--- src/hw/rtl/tai_pkg.sv ---
`default_nettype none
package tai_pkg;

	localparam int NUM_REGS   = 32;
	localparam int REG_IDX_W  = $clog2(NUM_REGS);
	localparam int MEM_WORDS  = 256;
	localparam int MEM_ADDR_W = (MEM_WORDS > 1) ? $clog2(MEM_WORDS) : 1;
	localparam int PROG_LEN   = 4096;
	localparam int PC_W       = 13;
	localparam int TGT_W      = 12;
	localparam int STEP_W     = 33;
	localparam int XLEN       = 64;
	localparam int HALF       = XLEN / 2;
	localparam int CNT_W      = 7;

	localparam logic [31:0] MAX_STEPS_RST = 32'd1000000;

	// instruction kinds
	localparam logic [3:0] K_NOP    = 4'd0;
	localparam logic [3:0] K_ASSIGN = 4'd1;
	localparam logic [3:0] K_BINARY = 4'd2;
	localparam logic [3:0] K_NEGATE = 4'd3;
	localparam logic [3:0] K_LOAD   = 4'd4;
	localparam logic [3:0] K_STORE  = 4'd5;
	localparam logic [3:0] K_PRINT  = 4'd6;
	localparam logic [3:0] K_CALL   = 4'd7;
	localparam logic [3:0] K_GOTO   = 4'd8;
	localparam logic [3:0] K_BRANCH = 4'd9;

	// binary operations
	localparam logic [3:0] OP_ADD = 4'd0;
	localparam logic [3:0] OP_SUB = 4'd1;
	localparam logic [3:0] OP_MUL = 4'd2;
	localparam logic [3:0] OP_DIV = 4'd3;
	localparam logic [3:0] OP_REM = 4'd4;
	localparam logic [3:0] OP_AND = 4'd5;
	localparam logic [3:0] OP_OR  = 4'd6;
	localparam logic [3:0] OP_XOR = 4'd7;

	// branch conditions
	localparam logic [3:0] BR_NZ = 4'd0;
	localparam logic [3:0] BR_EQ = 4'd1;
	localparam logic [3:0] BR_NE = 4'd2;
	localparam logic [3:0] BR_LT = 4'd3;
	localparam logic [3:0] BR_LE = 4'd4;
	localparam logic [3:0] BR_GT = 4'd5;
	localparam logic [3:0] BR_GE = 4'd6;

	// built-in calls
	localparam logic [3:0] CALL_MAX = 4'd0;
	localparam logic [3:0] CALL_MIN = 4'd1;
	localparam logic [3:0] CALL_ABS = 4'd2;
	localparam logic [3:0] CALL_INC = 4'd3;

	// error codes
	localparam logic [2:0] ERR_NONE     = 3'd0;
	localparam logic [2:0] ERR_DIV_ZERO = 3'd1;
	localparam logic [2:0] ERR_MOD_ZERO = 3'd2;
	localparam logic [2:0] ERR_NO_ARGS  = 3'd3;
	localparam logic [2:0] ERR_ARG_CNT  = 3'd4;
	localparam logic [2:0] ERR_STEPS    = 3'd5;
	localparam logic [2:0] ERR_BAD_OP   = 3'd6;

	typedef struct packed {
		logic load;
		logic latch;
		logic start_long;
		logic commit;
	} cmd_t;

	typedef struct packed {
		logic long_req;
		logic long_done;
		logic out_full;
	} sts_t;

	function automatic logic slt(input logic [XLEN-1:0] a, input logic [XLEN-1:0] b);
		slt = $signed(a) < $signed(b);
	endfunction

	function automatic logic [XLEN-1:0] mag(input logic [XLEN-1:0] a);
		mag = a[XLEN-1] ? (~a + XLEN'(1)) : a;
	endfunction

endpackage
`default_nettype wire

--- src/hw/rtl/tai_ctrl.sv ---
`default_nettype none
module tai_ctrl (
	input  wire logic          clk,
	input  wire logic          arst_n,
	input  wire logic          s_tvalid,
	output logic               s_tready,
	input  wire tai_pkg::sts_t sts,
	output tai_pkg::cmd_t      cmd
);
	typedef enum logic [3:0] {
		S_IDLE = 4'b0001,
		S_READ = 4'b0010,
		S_EXEC = 4'b0100,
		S_LONG = 4'b1000
	} state_t;

	state_t state_q, state_d;

	assign s_tready = (state_q == S_IDLE) && !sts.out_full;

	always_comb begin
		state_d        = state_q;
		cmd            = '0;
		case (state_q)
			S_IDLE: begin
				if (s_tvalid && s_tready) begin
					cmd.load = 1'b1;
					state_d  = S_READ;
				end
			end
			S_READ: begin
				cmd.latch = 1'b1;
				state_d   = S_EXEC;
			end
			S_EXEC: begin
				if (sts.long_req) begin
					cmd.start_long = 1'b1;
					state_d        = S_LONG;
				end else begin
					cmd.commit = 1'b1;
					state_d    = S_IDLE;
				end
			end
			S_LONG: begin
				if (sts.long_done) begin
					cmd.commit = 1'b1;
					state_d    = S_IDLE;
				end
			end
			default: state_d = S_IDLE;
		endcase
	end

	always_ff @(posedge clk or negedge arst_n) begin
		if (!arst_n) state_q <= S_IDLE;
		else         state_q <= state_d;
	end

endmodule
`default_nettype wire

--- config.mk ---
export PLATFORM = sky130hd
export DESIGN_NAME = tai_ctrl
export DESIGN_NICKNAME = d
export VERILOG_FILES = /design/src/hw/rtl/tai_pkg.sv /design/src/hw/rtl/tai_ctrl.sv
export SDC_FILE = /design/constraint.sdc
export NUM_CORES = 1
export LEC_CHECK = 0
export ABC_AREA = 0
export BUFFER_PORTS_ARGS = -buffer_cell sky130_fd_sc_hd__buf_2
export CAP_MARGIN = 20
export CORE_AREA = 4 4 41 43
export CTS_CLUSTER_DIAMETER = 200
export DETAILED_ROUTE_END_ITERATION = 8
export DIE_AREA = 0 0 45 47
export PLACE_DENSITY_LB_ADDON = 0.25
export SKIP_CTS_REPAIR_TIMING = 1
export SLEW_MARGIN = 20
export SYNTH_ARGS = -nofsm -noshare
export SYNTH_HDL_FRONTEND = slang
export SYNTH_SLANG_ARGS = --single-unit
--- constraint.sdc ---
create_clock -name clk -period 1.65 [get_ports clk]
set_input_delay 0.0825 -clock clk [delete_from_list [all_inputs] [get_ports clk]]
set_output_delay 0.0825 -clock clk [all_outputs]
set_load 0.05 [all_outputs]
==> key figures, run 1 <==
Setup path
  – R2R setup slack: 0.39 ns
  – Delay-heaviest family, CP: flip-flops
  – Critical Path Source Type: flop
  – Required time of the critical path: 1.57 ns
  – Worst Setup End Kind: primary output
  – Worst Setup EP: cmd[3]
  – Data arrival time at the worst-slack endpoint: 1.43 ns
  – Maximum net fanout on the critical path: 3
  – Worst path depth: 4
  – Critical path startpoint: state_q[0]
  – CP bufs+invs: 1
  – Worst path max stage delay: 0.52 ns
  – Crit-path cells: nand2b_1, or3_4, nor2_2, buf_6
  – Critical path type: reg2out
  – Max stage delay cell, worst path: dfstp_2
  – Reg2reg start: state_q[2]
  – Reg2reg path depth: 3
  – R2R Path End: state_q[0]

Die
  – Die X: 45 um
  – Die H: 47 um
  – Initial core utilization: 16.8%
  – Core footprint: 1300 um2
  – Die ar.: 2120 um2
  – IO Pins: 11
  – Row cnt: 13

Clock network
  – Number of CTS-inserted buffers: 3
  – CTS tree: yes
  – Worst skew pair latency: 0.23 ns
  – Sink Count: 4
  – Root buffer cell: clkbuf_4
  – CTS max path bufs: 2
  – Clk slew on worst S/H paths: 0.04 ns
  – Htree depth: 1

Final layout
  – Layout area overhead: 72.0%
  – Max reg flops: 4
  – Largest regs: state_q: 4 flops
  – Fraction of layout cells with a size suffix above 1: 54.8%
  – Final net count: 49
  – Highest-count cells in the layout ignoring fill and taps: buf_2 (7), buf_4 (4), nand2b_1 (3), nor3_1 (3), clkbuf_4 (3)
  – Largest Register: state_q
  – Final Non-Filler Cells: 57
  – Final Core Density: 28.9%
  – Ant. Diodes: 0
  – Commonest non-fill, non-tap cell in the layout: buf_2

Synthesis
  – Syn_area_per_cell: 9.12 um2
  – Sequential fraction of the synthesis area: 46.3%
  – Syn Nets: 30
  – Top cell type's share of synthesized area: 34.3%
  – Largest area contributor in the synthesized netlist: dfrtp_1
  – Netlist cell types: 14
  – Mapped Area: 219 um2
  – Area contributors post-synth: dfrtp_1 (34%), dfstp_2 (12%), nor3_1 (9.1%)
  – FF+latch count, synth: 4
  – Ys Warns: 0
  – Synthesized instance count: 24

GRT
  – Total GRT Usage: 6.03%
  – Grt met2 use: 8.76%
  – Vias in the first global route: 238
  – GR peak layer: met2
  – Grt total ovfl: 0
  – Met3 usage: 1.53%
  – Met1 usage: 7.37%
  – Initial antenna violation count: 0
  – Largest net degree at the start of global routing: 9
  – First-pass GRT wire length: 917 um

Placement
  – Port Buffers: 10
  – Placer congestion estimate: 0.738
  – Dpl cells: 52
  – HPWL Detailed: 422 um

Timing
  – Final Cycle Share: 91.7%
  – Final hold vios: 0
  – Fmax: 0.661 GHz
  – Hold Slack: 0.159 ns
  – Tmin final: 1.51 ns
  – Max-slew headroom: 83.5%
  – Setup violations, final: 0
  – Slew Limit Fails: 0
  – RSZ-0062 raised after global routing: no
  – Fin Clk Skew: 0.00684 ns
  – Worst Max-Slew Pin Slew: 0.249 ns

Run status
  – Status: finished clean

Flow run
  – Max Cap Viol: 0

Drt
  – DR iter-0 viols: 3
  – Vias: 234
  – Post-DRT Antenna Nets: 0
  – WL per Instance: 9.35 um
  – DRT Wirelength: 533 um
  – Vias per Instance: 4.11
  – DRC viols: 0
  – DRT Pass-1 Iters: 4

Power
  – Pleak: 0.168 nW
  – VDD IR max: 0.000308 V
  – PD cells: 847 nW/um2

Min path
  – Min-delay src: sts[1]
  – Hold Crit Class: in2reg
worst min path at each step:
stage | slack (ns) | cells past startpoint | to
after global routing | 0.17 | 3 | state_q[3]
after detailed placement | -0.11 | 1 | state_q[2]
after CTS | -0.37 | 1 | state_q[2]
final | 0.16 | 3 | state_q[3]
after floorplan | -0.21 | 0 | state_q[1]
after global placement | -0.11 | 1 | state_q[3]
worst register-to-register path, cell delays in order, from the launching register on:
cell and delay (ns):
dfrtp_2 0.44, or3b_1 0.40, a211oi_2 0.26, a21oi_1 0.07
cells in the mapped netlist, drive strengths merged:
library cell and count:
nor2 4, inv 1, a211oi 1, nand3b 1, a21oi 1, nand2b 3
o21ai 1, or3b 1, a31oi 1, dfrtp 3, dfstp 1, or3 1
nor3 4, nor3b 1
logic make-up after synthesis:
logic type / after synthesis / synth area share [%]
AOI/OAI and AO/OA: 4 / 13.1
buffers and inverters: 1 / 1.71
and+or+nand+nor: 15 / 38.9
DFF: 4 / 46.3
layer usage:
| metal | share of wire, % | vias up | wire [um] |
|---|---|---|---|
| met5 | 0 | - | 0 |
| met4 | 0 | 0 | 0 |
| met3 | 9.9 | 0 | 53 |
| met2 | 45 | 9 | 240 |
| met1 | 45 | 105 | 239 |
| li1 | - | 120 | - |
metrics by stage:
step	area [um2]	total power [mW]	setup slack (ns)	setup TNS, ns
2_1_floorplan	229	0.153	-0.145	-0.161
3_3_place_gp	320	0.178	0.167	0
3_5_place_dp	320	0.177	0.162	0
4_1_cts	347	0.317	-0.0905	-0.156
5_1_grt	377	0.337	0.0239	0
6_report	377	0.319	0.137	0
layout make-up:
cell class | instances | area, um2
clock buffer | 4 | 26.3
multi-input combinational | 19 | 128
fill | 154 | 925
timing repair buffer | 14 | 97.6
sequential | 4 | 103
inverter | 1 | 3.75
tap | 15 | 18.8
power by group:
group / internal, mW / switching, mW / total [mW]
Combinational: 0.0331 / 0.0448 / 0.0779
Sequential: 0.106 / 0.00380 / 0.109
Clock: 0.0908 / 0.0408 / 0.132
Power figures use the tool's default switching activity.
==> run 2, diff against run 1 <==
--- a/config.mk
+++ b/config.mk
@@ -13,4 +13,5 @@
 export DETAILED_ROUTE_END_ITERATION = 8
 export DIE_AREA = 0 0 45 47
+export MAX_ROUTING_LAYER = met4
 export PLACE_DENSITY_LB_ADDON = 0.25
 export SKIP_CTS_REPAIR_TIMING = 1
==> constraint.sdc (replaced) <==
create_clock -name clk -period 1.65 [get_ports clk]
set_input_delay 0.165 -clock clk [delete_from_list [all_inputs] [get_ports clk]]
set_output_delay 0.165 -clock clk [all_outputs]
set_load 0.05 [all_outputs]
==> run 2 against run 1 <==
Count of clock-buffer cells in the layout did not move. Critical path depth did not move. Clock skew fell by 0.00064 ns. Combinational power rose by 21%. Sequential cell count did not move. Final cell count rose by 1.8%. Sequential share of layout area fell by 2.4 points.
==> key figures, run 2 (same netlist as run 1, synthesis figures left out) <==
Die
  – IO Pins: 11 (unchanged)
  – Initial core utilization: 16.8% (unchanged)
  – Row cnt: 13 (unchanged)
  – Die H: 47 um (unchanged)
  – Core footprint: 1300 um2 (unchanged)
  – Die X: 45 um (unchanged)
  – Die ar.: 2120 um2 (unchanged)

Clock network
  – CTS max path bufs: 2 (unchanged)
  – Root buffer cell: clkbuf_4
  – CTS tree: yes
  – Htree depth: 1 (unchanged)
  – Number of CTS-inserted buffers: 3 (unchanged)
  – Worst skew pair latency: 0.23 ns (about the same)
  – Sink Count: 4 (unchanged)
  – Clk slew on worst S/H paths: 0.04 ns (about the same)

Timing
  – Slew Limit Fails: 0 (unchanged)
  – Worst Max-Slew Pin Slew: 0.251 ns (+0.00196 ns)
  – RSZ-0062 raised after global routing: yes
  – Setup violations, final: 0 (unchanged)
  – Fin Clk Skew: 0.00619 ns (-0.000641 ns)
  – Setup TNS: 0 ns (unchanged)
  – Final hold vios: 0 (unchanged)
  – Tmin final: 1.64 ns (+0.129 ns)
  – Final Cycle Share: 99.5% (+7.8 points)
  – Max-slew headroom: 83.4% (-0.13 points)
  – Fmax: 0.609 GHz (-7.9%)

Flow run
  – Max Cap Viol: 0 (unchanged)

GRT
  – Grt total ovfl: 0 (unchanged)
  – Initial antenna violation count: 0 (unchanged)
  – Largest net degree at the start of global routing: 8 (-1)
  – Vias in the first global route: 249 (+4.6%)
  – First-pass GRT wire length: 959 um (+4.6%)
  – Total GRT Usage: 6.72% (+0.68 points)

Final layout
  – Largest regs: state_q: 4 flops
  – Final Core Density: 31.3% (+2.4 points)
  – Fraction of layout cells with a size suffix above 1: 55.8% (+1.1 points)
  – Final net count: 50 (+2.0%)
  – Highest-count cells in the layout ignoring fill and taps: buf_2 (7), clkbuf_4 (4), buf_4 (4)
  – Layout area overhead: 86.3%
  – Ant. Diodes: 0 (unchanged)
  – Commonest non-fill, non-tap cell in the layout: buf_2
  – Largest Register: state_q
  – Max reg flops: 4 (unchanged)

Drt
  – DR iter-0 viols: 0 (-3)
  – Vias: 244 (+4.3%)
  – Post-DRT Antenna Nets: 0 (unchanged)
  – Vias per Instance: 4.21 (+2.5%)
  – WL per Instance: 10.6 um (+13%)
  – DRT Wirelength: 613 um (+15%)
  – DRC viols: 0 (unchanged)
  – DRT Pass-1 Iters: 1 (-3)

Placement
  – Placer congestion estimate: 0.729 (-1.3%)
  – Port Buffers: 10 (unchanged)
  – HPWL Detailed: 480 um (+14%)

Min path
  – Min-delay src: sts[1]
  – Hold Crit Class: in2reg
  – Cell depth of the worst hold path: 3 (unchanged)

Setup path
  – R2R setup slack: 0.34 ns (-0.05 ns)
  – Worst Setup End Kind: primary output
  – Data arrival time at the worst-slack endpoint: 1.48 ns (+0.05 ns)
  – Reg2reg start: state_q[2]
  – Maximum net fanout on the critical path: 3 (unchanged)
  – Reg2reg path depth: 4 (+1)
  – Required time of the critical path: 1.48 ns (-0.09 ns)
  – Critical path type: reg2out
  – Critical Path Source Type: flop
  – Critical path startpoint: state_q[0]

Run status
  – Status: finished clean

Power
  – PD cells: 820 nW/um2 (-3.1%)
  – Pleak: 0.181 nW (+8.2%)
  – VDD IR max: 0.000336 V (+9.2%)
[run 2: cell count changes in the layout (fill, tap and decap cells not counted), sizes merged]
| cell | delta |
|---|---|
| clkbuf | +1 |
[run 2: report_power, final]
part           switching (mW)  leakage [nW]  total [mW]  internal (mW)
combinational          0.0516         0.115      0.0940         0.0423
clock                  0.0401        0.0150       0.131         0.0907
sequential            0.00420        0.0516       0.110          0.106
[run 2: path summary, 6_finish.rpt]
check,to
setup / recovery,cmd[3]
hold / removal,state_q[3]
setup reg to reg,state_q[0]
hold reg to reg,state_q[3]
max in group asynchronous,state_q[0]
min in group asynchronous,state_q[3]
[run 2: area by class of cell]
type                    count  area [um2]
inverters                   1        3.75
flip-flops and latches      4         101
repair buffers             15         113
clock buffers               4        26.3
well taps                  15        18.8
multi-input cells          19         145
fillers                   151         893
[run 2: metal layers]
metal / track usage, % / vias up / routed length (um)
met3: 1.15 / 0 / 40
li1: - / 123 / -
met5: - / - / 0
met2: 11.0 / 7 / 325
met1: 6.44 / 114 / 247
met4: 7.02 / 0 / 0
[run 2: worst max-delay path: stages, from the launching register on]
cell and delay (ns):
dfstp_2 0.55, nand2b_4 0.05, or3_4 0.37, nor2_4 0.13, buf_8 0.15
[run 2: stage by stage]
step	hold slack [ns]	area, um2	cells	total power, mW	setup slack, ns
after global placement	-0.0300	333	53	0.180	0.0760
final	0.234	408	58	0.335	0.00767
after detailed placement	-0.0308	333	53	0.182	0.0494
after CTS	-0.290	359	57	0.322	-0.209
after global routing	0.261	408	58	0.352	-0.0436
after floorplan	-0.131	234	24	0.156	-0.228
==> run 3, diff against run 2 <==
- CTS_BUF_LIST: not set -> sky130_fd_sc_hd__clkbuf_2
==> run 3 against run 2 <==
Fmax rose by 1.7%. Wire length up 0.16%. Setup slack improved by 0.028 ns. Combinational power about the same. Clock skew increased by 0.0030 ns. Largest cell class unchanged.
==> key figures, run 3 (same netlist as run 1, synthesis figures left out) <==
Final layout
  – Final Non-Filler Cells: 58 (unchanged)
  – Largest Register: state_q
  – Largest regs: state_q: 4 flops
  – Final net count: 50 (unchanged)
  – Max reg flops: 4 (unchanged)
  – Ant. Diodes: 0 (unchanged)
  – Fraction of layout cells with a size suffix above 1: 58.1% (+2.3 points)
  – Commonest non-fill, non-tap cell in the layout: buf_2
  – Highest-count cells in the layout ignoring fill and taps: buf_2 (8), clkbuf_2 (4), buf_4 (4)
  – FILL cells: 153 (+1.3%)
  – Post-layout instance area: 399 um2 (-2.1%)
  – Layout area overhead: 82.3%

Placement
  – Dpl cells: 53 (unchanged)
  – Placer congestion estimate: 0.729 (unchanged)
  – HPWL Detailed: 480 um (unchanged)
  – Port Buffers: 10 (unchanged)
  – DP Area: 333 um2 (unchanged)

Clock network
  – Number of CTS-inserted buffers: 3 (unchanged)
  – Sink Count: 4 (unchanged)
  – CTS tree: yes
  – Worst skew pair latency: 0.21 ns (-0.02 ns)
  – Root buffer cell: clkbuf_2
  – Clk slew on worst S/H paths: 0.05 ns (about the same)
  – CTS max path bufs: 2 (unchanged)
  – Htree depth: 1 (unchanged)

Power
  – Pleak: 0.184 nW (+1.3%)
  – VDD IR max: 0.000293 V (-13%)
  – PD cells: 773 nW/um2 (-5.8%)

Setup path
  – Critical path type: reg2out
  – Reg2reg path depth: 4 (unchanged)
  – Required time of the critical path: 1.48 ns (about the same)
  – Critical Path Source Type: flop
  – R2R setup slack: 0.34 ns (about the same)
  – Crit-path cells: nand2b_4, or3_4, nor2_4, buf_8
  – Data arrival time at the worst-slack endpoint: 1.45 ns (-0.03 ns)
  – Worst Setup End Kind: primary output
  – Worst path max stage delay: 0.55 ns (about the same)
  – Max stage delay cell, worst path: dfstp_2
  – Maximum net fanout on the critical path: 3 (unchanged)

Timing
  – Fin Clk Skew: 0.00922 ns (+0.00303 ns)
  – Hold Slack: 0.259 ns (+0.0245 ns)
  – Worst Max-Slew Pin Slew: 0.251 ns (unchanged)
  – Max-slew headroom: 83.4% (unchanged)
  – Final hold vios: 0 (unchanged)
  – Final Cycle Share: 97.8% (-1.7 points)
  – Slew Limit Fails: 0 (unchanged)
  – Setup violations, final: 0 (unchanged)
  – Tmin final: 1.61 ns (-0.0281 ns)
  – RSZ-0062 raised after global routing: yes
  – Fmax: 0.620 GHz (+1.7%)

Drt
  – DR iter-0 viols: 0 (unchanged)
  – DRC viols: 0 (unchanged)
  – DRT Pass-1 Iters: 1 (unchanged)
  – Vias per Instance: 4.17 (-0.82%)
  – Vias: 242 (-0.82%)
  – DRT Wirelength: 614 um (+0.16%)
  – WL per Instance: 10.6 um (+0.16%)
  – Post-DRT Antenna Nets: 0 (unchanged)

GRT
  – Total GRT Usage: 6.72% (unchanged)
  – Initial antenna violation count: 0 (unchanged)
  – Largest net degree at the start of global routing: 8 (unchanged)
  – Vias in the first global route: 249 (unchanged)
  – Grt total ovfl: 0 (unchanged)
  – First-pass GRT wire length: 959 um (unchanged)

Run status
  – Status: finished clean

Die
  – Core footprint: 1300 um2 (unchanged)
  – Die H: 47 um (unchanged)
  – IO Pins: 11 (unchanged)
  – Initial core utilization: 16.8% (unchanged)
  – Die X: 45 um (unchanged)
  – Row cnt: 13 (unchanged)
  – Die ar.: 2120 um2 (unchanged)

Min path
  – Hold Crit Class: in2reg
  – Cell depth of the worst hold path: 3 (unchanged)

Flow run
  – Max Cap Viol: 0 (unchanged)
run 3: cell count changes in the layout (fill, tap and decap cells not counted):
cell      previous run  this run
buf_2                7         8
clkbuf_1             1         0
clkbuf_2             0         4
clkbuf_4             4         0
run 3: layer usage:
metal	vias to the layer above	global-route usage (%)	wire length [um]
li1	123	-	-
met1	112	6.44	248
met2	7	11.0	323
met3	0	1.15	42
met4	0	7.02	0
met5	-	-	0
run 3: final timing paths:
path,endpoint,start
hold / removal,state_q[3],sts[1]
setup / recovery,cmd[3],state_q[0]
setup reg to reg,state_q[0],state_q[2]
min in group asynchronous,state_q[3],arst_n
hold reg to reg,state_q[3],state_q[1]
max in group asynchronous,state_q[0],arst_n
run 3: power by group:
| part | switching [mW] | internal (mW) | total (mW) |
|---|---|---|---|
| Sequential | 0.00420 | 0.105 | 0.110 |
| Combinational | 0.0516 | 0.0423 | 0.0939 |
| Clock | 0.0409 | 0.0640 | 0.105 |
run 3: metrics by stage:
stage	setup slack [ns]	power [mW]	TNS [ns]	util (%)
6_report	0.0358	0.308	0	30.7
5_1_grt	-0.0254	0.325	-0.0273	30.7
4_1_cts	-0.187	0.294	-0.343	27.1
3_5_place_dp	0.0494	0.182	0	25.6
3_3_place_gp	0.0760	0.180	0	25.6
2_1_floorplan	-0.228	0.156	-0.381	-
run 3: worst max-delay path: cells and delay by family, from the launching register on:
kind | cells | cell delay (ns)
and+or+nand+nor | 3 | 0.55
buffers and inverters | 1 | 0.15
DFF | 1 | 0.55
run 3: layout make-up:
class	instances	area, um2	share of cell area (%)
clock buffer	4	20.0	5.02
tap	15	18.8	4.70
multi-input combinational	19	145	36.4
sequential	4	101	25.4
timing repair buffer	15	110	27.6
inverter	1	3.75	0.940
